<file path="config.mk">
export PLATFORM = sky130hd
export DESIGN_NAME = rgb_to_hsl_converter_unit
export DESIGN_NICKNAME = d
export VERILOG_FILES = /design/src/hw/rtl/rhc_pkg.sv /design/src/hw/rtl/rhc_front.sv /design/src/hw/rtl/rhc_div_cell.sv /design/src/hw/rtl/rhc_finish.sv /design/src/hw/rtl/rgb_to_hsl_converter_unit.sv
export SDC_FILE = /design/constraint.sdc
export NUM_CORES = 2
export LEC_CHECK = 0
export BUFFER_PORTS_ARGS = -buffer_cell sky130_fd_sc_hd__buf_2
export CAP_MARGIN = 5
export CORE_MARGIN = 2
export CORE_UTILIZATION = 55
export CTS_CLUSTER_SIZE = 12
export DETAILED_ROUTE_END_ITERATION = 16
export GPL_TIMING_DRIVEN = 0
export PLACE_DENSITY = 0.7
export SYNTH_ARGS = -nofsm -noshare
export SYNTH_HDL_FRONTEND = slang
export SYNTH_SLANG_ARGS = --single-unit
</file>
<file path="constraint.sdc">
create_clock -name clk -period 12.19 [get_ports clk]
set_input_delay 0 -clock clk [delete_from_list [all_inputs] [get_ports clk]]
set_output_delay 0 -clock clk [all_outputs]
set_load 0.05 [all_outputs]
</file>
<file path="src/hw/rtl/rhc_pkg.sv">
// Shared types and constants for the RGB to HSL converter.
package rhc_pkg;

  localparam int unsigned DivSteps = 17;

  localparam logic [14:0] HUE_FULL  = 15'd23040;
  localparam logic [14:0] HUE_RED   = 15'd0;
  localparam logic [14:0] HUE_GREEN = 15'd7680;
  localparam logic [14:0] HUE_BLUE  = 15'd15360;

  // One restoring divider: partial remainder, divisor, dividend bits still
  // to shift in (MSB first) and quotient bits gathered so far.
  typedef struct packed {
    logic [7:0]  den;
    logic [7:0]  rem;
    logic [16:0] dvd;
    logic [16:0] quo;
  } div_t;

  // Fields that ride along with the dividers.
  typedef struct packed {
    logic        grey;
    logic        neg;
    logic [14:0] base;
    logic [8:0]  light;
    logic [7:0]  alpha;
  } side_t;

  typedef struct packed {
    div_t  hue;
    div_t  sat;
    side_t side;
  } stage_t;

endpackage

</file>
<file path="src/hw/rtl/rhc_front.sv">
// Input stage: max/min, sector choice and divider preload.
module rhc_front import rhc_pkg::*; (
  input  logic       clk,
  input  logic       rst_n,
  input  logic       i_valid,
  output logic       i_ready,
  input  logic [7:0] i_red,
  input  logic [7:0] i_green,
  input  logic [7:0] i_blue,
  input  logic [7:0] i_alpha,
  output logic       o_valid,
  input  logic       o_ready,
  output stage_t     o_data
);

  logic        valid_r;
  stage_t      data_r;
  stage_t      data_nxt;
  logic [7:0]  mx;
  logic [7:0]  mn;
  logic [7:0]  chroma;
  logic [8:0]  light;
  logic [7:0]  diff;
  logic        neg;
  logic [14:0] base;
  logic [19:0] hdvd;
  logic [7:0]  sden;

  assign i_ready = !valid_r || o_ready;
  assign o_valid = valid_r;
  assign o_data  = data_r;

  always_comb begin
    mx = i_red;
    mn = i_red;
    if (i_green > mx) mx = i_green;
    if (i_blue > mx) mx = i_blue;
    if (i_green < mn) mn = i_green;
    if (i_blue < mn) mn = i_blue;
    chroma = mx - mn;
    light  = {1'b0, mx} + {1'b0, mn};

    // Ties go to red, then green, then blue.
    if (mx == i_red) begin
      neg  = i_green < i_blue;
      diff = neg ? (i_blue - i_green) : (i_green - i_blue);
      base = neg ? HUE_FULL : HUE_RED;
    end else if (mx == i_green) begin
      neg  = i_blue < i_red;
      diff = neg ? (i_red - i_blue) : (i_blue - i_red);
      base = HUE_GREEN;
    end else begin
      neg  = i_red < i_green;
      diff = neg ? (i_green - i_red) : (i_red - i_green);
      base = HUE_BLUE;
    end

    // 3840 * diff as a shift and subtract
    hdvd = {diff, 12'd0} - {4'd0, diff, 8'd0};
    sden = light[8] ? 8'(9'd510 - light) : light[7:0];

    data_nxt.hue.den  = chroma;
    data_nxt.hue.rem  = {5'd0, hdvd[19:17]};
    data_nxt.hue.dvd  = hdvd[16:0];
    data_nxt.hue.quo  = '0;
    data_nxt.sat.den  = sden;
    data_nxt.sat.rem  = {1'b0, chroma[7:1]};
    data_nxt.sat.dvd  = {chroma[0], 16'd0};
    data_nxt.sat.quo  = '0;
    data_nxt.side.grey  = (chroma == 8'd0);
    data_nxt.side.neg   = neg;
    data_nxt.side.base  = base;
    data_nxt.side.light = light;
    data_nxt.side.alpha = i_alpha;
  end

  always_ff @(posedge clk) begin
    if (!rst_n) begin
      valid_r <= 1'b0;
    end else if (i_ready) begin
      valid_r <= i_valid;
    end
  end

  always_ff @(posedge clk) begin
    if (i_ready && i_valid) begin
      data_r <= data_nxt;
    end
  end

endmodule

</file>
<file path="src/hw/rtl/rhc_div_cell.sv">
// One divider cell: a quotient bit for hue and for saturation per item.
module rhc_div_cell import rhc_pkg::*; (
  input  logic   clk,
  input  logic   rst_n,
  input  logic   i_valid,
  output logic   i_ready,
  input  stage_t i_data,
  output logic   o_valid,
  input  logic   o_ready,
  output stage_t o_data
);

  logic   valid_r;
  stage_t data_r;
  stage_t data_nxt;

  function automatic div_t div_step(div_t d);
    logic [8:0] trial;
    logic       fit;
    div_t       n;
    trial = {d.rem, d.dvd[16]};
    fit   = trial >= {1'b0, d.den};
    n     = d;
    n.rem = fit ? 8'(trial - {1'b0, d.den}) : trial[7:0];
    n.dvd = {d.dvd[15:0], 1'b0};
    n.quo = {d.quo[15:0], fit};
    return n;
  endfunction

  assign i_ready = !valid_r || o_ready;
  assign o_valid = valid_r;
  assign o_data  = data_r;

  always_comb begin
    data_nxt      = i_data;
    data_nxt.hue  = div_step(i_data.hue);
    data_nxt.sat  = div_step(i_data.sat);
  end

  always_ff @(posedge clk) begin
    if (!rst_n) begin
      valid_r <= 1'b0;
    end else if (i_ready) begin
      valid_r <= i_valid;
    end
  end

  always_ff @(posedge clk) begin
    if (i_ready && i_valid) begin
      data_r <= data_nxt;
    end
  end

endmodule

</file>
<file path="src/hw/rtl/rhc_finish.sv">
// Output stage: rounding, hue offset and wrap, saturation clamp.
module rhc_finish import rhc_pkg::*; (
  input  logic        clk,
  input  logic        rst_n,
  input  logic        i_valid,
  output logic        i_ready,
  input  stage_t      i_data,
  output logic        o_valid,
  input  logic        o_ready,
  output logic [14:0] o_hue,
  output logic [15:0] o_saturation,
  output logic [8:0]  o_lightness,
  output logic [7:0]  o_alpha
);

  logic        valid_r;
  logic [14:0] hue_r;
  logic [15:0] sat_r;
  logic [8:0]  light_r;
  logic [7:0]  alpha_r;
  logic [14:0] hue_nxt;
  logic [15:0] sat_nxt;
  logic [8:0]  hrem2;
  logic [8:0]  hden;
  logic        hup;
  logic [12:0] hq;
  logic [14:0] hsum;
  logic        sup;
  logic [17:0] sq;

  assign i_ready      = !valid_r || o_ready;
  assign o_valid      = valid_r;
  assign o_hue        = hue_r;
  assign o_saturation = sat_r;
  assign o_lightness  = light_r;
  assign o_alpha      = alpha_r;

  always_comb begin
    hrem2 = {i_data.hue.rem, 1'b0};
    hden  = {1'b0, i_data.hue.den};
    // Negative offsets round exact halves towards zero in magnitude.
    hup   = i_data.side.neg ? (hrem2 > hden) : (hrem2 >= hden);
    hq    = {1'b0, i_data.hue.quo[11:0]} + {12'd0, hup};
    hsum  = i_data.side.neg ? (i_data.side.base - {2'd0, hq})
                            : (i_data.side.base + {2'd0, hq});
    if (hsum >= HUE_FULL) hsum = hsum - HUE_FULL;

    sup = {i_data.sat.rem, 1'b0} >= {1'b0, i_data.sat.den};
    sq  = {1'b0, i_data.sat.quo} + {17'd0, sup};

    if (i_data.side.grey) begin
      hue_nxt = '0;
      sat_nxt = '0;
    end else begin
      hue_nxt = hsum;
      sat_nxt = (sq[17:16] != 2'd0) ? 16'hFFFF : sq[15:0];
    end
  end

  always_ff @(posedge clk) begin
    if (!rst_n) begin
      valid_r <= 1'b0;
    end else if (i_ready) begin
      valid_r <= i_valid;
    end
  end

  always_ff @(posedge clk) begin
    if (i_ready && i_valid) begin
      hue_r   <= hue_nxt;
      sat_r   <= sat_nxt;
      light_r <= i_data.side.light;
      alpha_r <= i_data.side.alpha;
    end
  end

endmodule

</file>
<file path="src/hw/rtl/rgb_to_hsl_converter_unit.sv">
// Top level of the RGB to HSL converter: front stage, divider chain, output stage.
//
//   channel  direction  handshake            payload
//   in_      input      in_valid / in_ready  in_red, in_green, in_blue, in_alpha
//   out_     output     out_valid/out_ready  out_hue, out_saturation,
//                                            out_lightness, out_alpha_out
//
// One item per cycle when out_ready stays high; each item passes through
// the front stage, 17 divider cells and the output stage.
// The 17 quotient bits of the saturation divide set the chain length.
// Reset empties every stage; stalls hold an item in place while empty
// stages further down still take items, so bubbles close up.
module rgb_to_hsl_converter_unit import rhc_pkg::*; (
  input  logic        clk,
  input  logic        rst_n,
  input  logic        in_valid,
  output logic        in_ready,
  input  logic [7:0]  in_red,
  input  logic [7:0]  in_green,
  input  logic [7:0]  in_blue,
  input  logic [7:0]  in_alpha,
  output logic        out_valid,
  input  logic        out_ready,
  output logic [14:0] out_hue,
  output logic [15:0] out_saturation,
  output logic [8:0]  out_lightness,
  output logic [7:0]  out_alpha_out
);

  stage_t st    [DivSteps+1];
  logic   st_vld[DivSteps+1];
  logic   st_rdy[DivSteps+1];

  rhc_front u_front (
    .clk     (clk),
    .rst_n   (rst_n),
    .i_valid (in_valid),
    .i_ready (in_ready),
    .i_red   (in_red),
    .i_green (in_green),
    .i_blue  (in_blue),
    .i_alpha (in_alpha),
    .o_valid (st_vld[0]),
    .o_ready (st_rdy[0]),
    .o_data  (st[0])
  );

  for (genvar i = 0; i < DivSteps; i++) begin : g_cell
    rhc_div_cell u_cell (
      .clk     (clk),
      .rst_n   (rst_n),
      .i_valid (st_vld[i]),
      .i_ready (st_rdy[i]),
      .i_data  (st[i]),
      .o_valid (st_vld[i+1]),
      .o_ready (st_rdy[i+1]),
      .o_data  (st[i+1])
    );
  end

  rhc_finish u_finish (
    .clk          (clk),
    .rst_n        (rst_n),
    .i_valid      (st_vld[DivSteps]),
    .i_ready      (st_rdy[DivSteps]),
    .i_data       (st[DivSteps]),
    .o_valid      (out_valid),
    .o_ready      (out_ready),
    .o_hue        (out_hue),
    .o_saturation (out_saturation),
    .o_lightness  (out_lightness),
    .o_alpha      (out_alpha_out)
  );

endmodule

</file>
# Word-level counts from Yosys, hierarchy flattened
# Index checks and enable logic that the tools add are counted.
# totals
reg_bits	1634
in_bits	36
output_inout_bits	50
wordCells	457
# classes
add_sub_neg	49
magnitude_cmp	45
n_eq_ne	2
muxes	53
reduce_logical	59
# op_table
op	count
two-way mux 8 bit	43
subtractor 8 bit	40
greater-or-equal comparator 9 x 8 -> 1 bit	34
two-way mux 15 bit	4
< comparator 8 bit	5
subtractor 20 x 16 -> 20 bit	1
logical AND 1 bit	19
logical NOT 1 bit	19
logical OR 1 bit	19
adder 17 x 1 -> 18 bit	1
== test 8 bit	2
greater-than comparator 8 bit	2
two-way mux 16 bit	1
adder 15 x 13 -> 15 bit	1
greater-or-equal comparator 15 bit (second input constant)	1
subtractor 15 x 13 -> 15 bit	1
subtractor 15 bit (second input constant)	1
two-way mux 14 bit	1
adder 12 x 1 -> 13 bit	1
adder 8 x 8 -> 9 bit	1
greater-than comparator 9 x 8 -> 1 bit	1
greater-or-equal comparator 4 x 8 -> 1 bit	1
greater-or-equal comparator 8 bit	1
logical NOT 8 bit	1
5 further kinds	7

# Logic depth before layout (Yosys ltp)
# depth
depth_word	21
depth_mapped	32
ltp_nobuf	31

# Hierarchy
# Synthesis repeated with hierarchy kept, for this count alone.
# unflattened
cells_unflattened	5656
hier_area_um2	95795.6
# modules_own_cells
module	n_inst	cells_each	area_per_inst_um2	seq_area_each_um2
rhc_div_cell at g_cell[14].u_cell ...	9	271	5044.8	3983.8
rhc_div_cell at g_cell[0].u_cell ...	8	266	5024.8	3983.8
rhc_front	1	687	6366.1	1521.5
rhc_finish	1	402	3827.4	1461.4

# Worst setup path after synthesis
# OpenSTA, ideal clock, no wires.
# synth_path
path_kind	register to register
from	register u_finish.valid_r (netlist: u_finish.o_valid)
to	register g_cell[16].u_cell.data_r (netlist bit g_cell[16].u_cell.o_data[0]), enable pin
setup_time_ps	651
arrival_ps	6756
required_time_ps	11539
path_slack_ps	4783
path_stages_with_launch	3
path_buffers	0
synth_period_minus_slack_ps	7407
cell_sequence	dfxtp_1 -> nor2b_1 -> a21boi_0
# synth_via
elab_chain_len	4
# synth_rtl
element	line	text
from (decl)	rhc_finish.sv:16	logic valid_r;
from (signal assigned)	rhc_finish.sv:64	valid_r <= i_valid;
logical NOT 1 bit	rhc_finish.sv:31	assign i_ready = !valid_r || o_ready;
logical OR 1 bit	rhc_finish.sv:31	
logical OR 1 bit	rhc_div_cell.sv:30	assign i_ready = !valid_r || o_ready;
logical AND 1 bit	rhc_div_cell.sv:49	if (i_ready && i_valid) begin
to (signal assigned)	rhc_div_cell.sv:50	data_r <= data_nxt;
to (decl)	rhc_div_cell.sv:14	stage_t data_r;
# Every way passes these cells.
# A chain may end at the register's enable or synchronous reset.

# Worst setup path after layout
# layout_path
from	register g_cell[16].u_cell.data_r (netlist bit g_cell[16].u_cell.o_data[32])
to	register u_finish.hue_r[9] (netlist: u_finish.o_hue[9]) (data pin)
# layout_via
elab_chain_len	6
elab_cells_between_ends	8
cone_classes	4 x add/sub; 1 x order compare; 3 x mux
# layout_rtl
element	line	text
two-way mux 1 bit	rhc_finish.sv:42	hup = i_data.side.neg ? (hrem2 > hden) : (hrem2 >= hden);
adder 12 x 1 -> 13 bit	rhc_finish.sv:43	hq = {1'b0, i_data.hue.quo[11:0]} + {12'd0, hup};
adder 15 x 13 -> 15 bit or subtractor 15 x 13 -> 15 bit (tied branches)	rhc_finish.sv:45, rhc_finish.sv:44	
two-way mux 15 bit *	rhc_finish.sv:44	hsum = i_data.side.neg ? (i_data.side.base - {2'd0, hq})
subtractor 15 bit or greater-or-equal comparator 15 bit (tied branches)	rhc_finish.sv:46	if (hsum >= HUE_FULL) hsum = hsum - HUE_FULL;
two-way mux 15 bit *	rhc_finish.sv:46	
to (signal assigned)	rhc_finish.sv:70	hue_r <= hue_nxt;
to (decl)	rhc_finish.sv:17	logic [14:0] hue_r;
# Mark *: on every way between the ends. The rest lies on a longest branch, timed or not.

==> results.md <==
Setup path:
- The slowest stage of the critical path belongs to the cell clkbuf_1.
- The worst setup path is launched from a register.
- The critical path contains buffers and inverters numbering 3 combined.
- In this design, the stage delay of the slowest critical-path cell is 0.59 ns.
- The type of the worst setup path is reg2reg.
- Along the worst path, the maximum fanout reaches 10.
- The worst register-to-register path ends at u_finish.o_hue[9]$_SDFFCE_PP0P_.
- The register-to-register setup slack is 5.58 ns.
- The worst register-to-register path begins at g_cell[16].u_cell.o_data[32]$_DFFE_PP_.
- The cell family contributing the most delay on the critical path is simple AND/OR/NAND/NOR gates.
- The end point of the critical path is u_finish.o_hue[9]$_SDFFCE_PP0P_.
- The depth of the worst register-to-register path is 23.
- STA puts the critical path data required time at 12.64 ns.
- The total stage count of the critical path is 23.
- The endpoint type of the worst setup path is a register.
- The start point of the critical path is g_cell[16].u_cell.o_data[32]$_DFFE_PP_.
- The most frequent cell on the critical path is ha_1.
- STA puts the critical path data arrival time at 7.07 ns.
- Walking the worst path, the cells encountered are clkbuf_1 -> clkbuf_1 -> nand4_1 -> nor4b_1 -> o21bai_1 -> ha_1 -> ha_1 -> buf_2 -> or3_1 -> o31ai_1 -> and2_1 -> and3_1 -> a41oi_1 -> xor2_1 -> ha_1 -> a21oi_1 -> nor2b_1 -> a221o_1 -> a311oi_2 -> a21boi_2 -> a31oi_1 -> nor3_1 -> nor3b_2.

Detailed routing:
- The detail route stage leaves a number of antenna-violating nets equal to 0.
- The final layout contains routed wiring with a total length of 102,000 um.
- The number of remaining DRC errors is 0.
- The detailed router's first-iteration violation count is 1,767.
- The overall via count from detail_route is 32,900.
- The first detailed-routing pass ran for 7 iterations.
- The per-cell routed wire length is 16.8 um.
- The routed via count divided by cell count is 5.43.

Clock tree:
- Post-CTS repair changed the size of 0 cells.
- Once the clock tree was built, the setup fixing pass inserted 0 buffers.
- The H-tree level count is 4.
- Clock-pin slew was measured on the worst setup and hold paths at 0.06 ns.
- The clock tree from TritonCTS is yes.
- Clock tree synthesis inserted a total of 133 buffers.
- No sink is reached through more buffers than the 3 on the longest clock path.
- In this run, post-CTS hold repair placed 20 buffers.
- The tree built by TritonCTS fans out to 1,302 sinks.
- The cell sitting at the root of the clock tree is a clkbuf_16.
- At the later pin of the worst-skew pair, clock insertion delay measures 0.73 ns.

Final layout:
- The net count reported at finish is 5,058.
- Summing all non-filler instances in the final layout gives an area of 66,000 sq um.
- The finished layout holds 6,061 standard cells, fillers aside.
- The top cell types in the final layout, fill and taps aside, are edfxtp_1 (1,283), inv_1 (553), ha_1 (376).
- The fraction of layout instances using a drive strength above 1 is 7.49%.
- The synthesis-to-finish area growth is 12.4%.
- Leaving out fill and tap cells, the most frequent cell in the layout is edfxtp_1.
- The filler cells instantiated in the layout total 7,697.
- The antenna diode instance count is 0.
- At the end of the flow the core is filled with cells to 62.6%.

STA:
- The maximum clock frequency is 151 MHz.
- The clock skew is 0.0270 ns.
- The worst path needs 6.61 ns of the cycle, external delays included.
- The period utilization is 54.3%.
- Across all setup checks in the final design, the least slack found is 5.58 ns.
- The number of max-slew violations in the final report is 0.
- The setup-violating endpoint count in the final report is 0.
- The post-route worst hold slack is 0.0805 ns.
- The final number of hold-violating endpoints is 0.
- Setup repair after global routing left no endpoint under its margin.
- The transition time at the pin with the least slew margin is 0.934 ns.
- Measured against its own limit, the worst slew margin works out to 37.6%.
- The final total negative setup slack is 0 ns.

Logic synthesis:
- In this run, distinct cell masters in the synthesized netlist total 81.
- The number of standard cells after synthesis is 4,330.
- After synthesis, the largest area contributor takes up 65.6% of total cell area.
- The number of flops mapped to enable cells by yosys is 1,283.
- The biggest area contributor in the post-synthesis netlist is edfxtp_1.
- The synthesized netlist occupies a cell area of 58,800 sq um.
- Sorting the synthesized cells by area gives the leading types as edfxtp_1 (66%), ha_1 (8.0%), inv_1 (3.5%).
- The share of synthesized flip-flops with an asynchronous set or reset is 0%.
- The xor-xnor portion of the synthesized cell area is 3.12%.
- The net count after synthesis is 4,784.
- The mean post-synth cell area is 13.6 sq um.
- The area fraction in compound gates after synthesis is 9.19%.
- The post-synthesis simple-gate area fraction is 7.37%.
- By area, the combinational part of the netlist is dominated by adder cells.
- The most common flop cell mapped by yosys is edfxtp_1.
- The share of synthesized area occupied by flip-flops and latches is 66.2%.
- The total number of yosys warnings is 0.
- After synthesis the netlist holds a flip-flop and latch count of 1,302.
- The portion of netlist area occupied by mux cells is 0.673%.
- The post-synthesis share of cell area spent on full adders, half adders and majority gates is 9.44%.

Hold path:
- The worst hold path class is in2reg.

Power:
- The power density over the cells is 151 nW/um^2.
- The worst vdd rail ir drop is 0.000110 V.
- The share of total power dissipated in sequential elements is 51.5%.
- In this run, the combinational gates consume 11.0% of the power.
- The static leakage is 24.8 nW.
- The net switching share of the total power is 23.4%.
- The internal portion of the total power is 7.66 mW.
- The design draws 10.0 mW.
- Of the total power, the clock network draws 37.5%.
- The net switching power of the design is 2.34 mW.

Global routing:
- After global routing, the most crowded layer is met2.
- The initial antenna violation count was 0.
- Entering global routing, the biggest net connects 37 pins.
- The met2 usage in global routing is 37.5%.
- Global routing used 19.0% of the available tracks.
- For this run, global-route usage on met1 was measured as 19.2%.
- Global routing finished with a remaining overflow of 0.
- For met3 alone, demand over resource in global routing was 3.04%.
- The wire length of the first global-routing pass is 165,000 um.
- The number of global-route vias before repair is 33,800.

Placed design:
- The congestion estimate from routability-driven global placement came to 0.906.
- After legalization and detailed placement, the total HPWL measured 74,000 um.
- Prior to clock tree synthesis, the placed netlist has a worst setup slack of 5.06 ns.
- The standard cell area after detailed placement is 61,800 sq um.
- The number of I/O port buffers is 84.
- The number of cells after detailed placement is 5,840.

Run:
- The count of maximum capacitance violations is 0.

Floorplan:
- Measured along the x axis, the die boundary spans 331 um.
- The die span in y is 331 um.
- The number of cell rows is 119.
- The core box area is 106,000 sq um.
- The die covers 109,000 sq um.
- The top-level port count is 86.
- The initial cell density of the core is 55.7%.

Outcome:
- The flow ran to the end, and the final reports show no timing, DRC or antenna violations.
==> sequential cells by signal, indices dropped and copies added (netlist names) <==
name,flops
g_cell.u_cell.o_data,1185
u_finish.o_valid,1
u_finish.o_lightness,9
u_front.o_valid,1
u_finish.o_alpha,8
u_finish.o_hue,15
u_finish.o_saturation,16
u_front.o_data,50
g_cell.u_cell.o_valid,17
==> worst min path at each step <==
| stage | start | end | depth (start not counted) |
|---|---|---|---|
| final | in_blue[0] | u_front.o_data[8]$_DFFE_PP_ | 3 |
| after global routing | in_blue[0] | u_front.o_data[8]$_DFFE_PP_ | 3 |
| after CTS | in_blue[0] | u_front.o_data[8]$_DFFE_PP_ | 3 |
| after detailed placement | in_alpha[4] | u_front.o_data[4]$_DFFE_PP_ | 1 |
| after global placement | in_alpha[3] | u_front.o_data[3]$_DFFE_PP_ | 1 |
| after floorplan | in_alpha[0] | u_front.o_data[0]$_DFFE_PP_ | 0 |
==> cell usage after synthesis, drive strengths merged, types with 7 or more instances <==
cell type	count
ha	376
a21o	44
o21a	33
a211oi	8
o31ai	68
or3	7
buf	15
a31oi	18
clkbuf	51
mux2	12
inv	554
xnor2	94
o21ai	353
nand4	55
nor2	176
a311oi	9
nand3	60
edfxtp	1283
nand2	276
a21boi	43
nand2b	35
nor2b	107
or4	28
nor3	16
and2	17
fa	42
dfxtp	19
o21bai	29
a21oi	194
o211a	29
and3	65
mux2i	26
xor2	115
==> area by class of cell <==
cell class	count	area [sq um]	share of cell area [%]
Sequential cell	1302	38900	58.9
Clock inverter	34	515	0.780
Inverter	554	2080	3.15
Timing Repair Buffer	139	1330	2.01
Buffer	66	275	0.417
Multi-Input combinational cell	2408	17700	26.8
Tap cell	1391	1740	2.64
Clock buffer	167	3520	5.33
==> logic make-up after synthesis <==
group	Yosys count
buffers and inverters	620
adder cells (fa/ha/maj)	418
AND/OR/NAND/NOR	868
multiplexers	38
XOR/XNOR	209
flip-flops	1302
AO/OA/AOI/OAI	875
==> worst min-delay path, delay by kind of cell <==
family	cells	cell delay (ns)
fa+ha+maj	1	0.22
mux	1	0.22
buf+inv	1	0.23
==> power by group through the flow <==
stage | Sequential, mW | Clock [mW] | Combinational, mW
global route | 5.16 | 4.02 | 1.24
finish | 5.15 | 3.75 | 1.10
floorplan | 5.20 | 0 | 0.831
detailed placement | 5.25 | 0 | 1.09
CTS | 5.15 | 3.85 | 1.10
global placement | 5.25 | 0 | 1.06
==> layer usage <==
metal / part of all wire (%) / vias to the layer above / wire length [um]
li1: - / 16200 / -
met1: 36 / 15800 / 37000
met2: 56 / 620 / 56800
met3: 3.3 / 229 / 3350
met4: 4.3 / 0 / 4410
met5: 0 / - / 0
No activity file was read; power rests on OpenSTA's default activity.
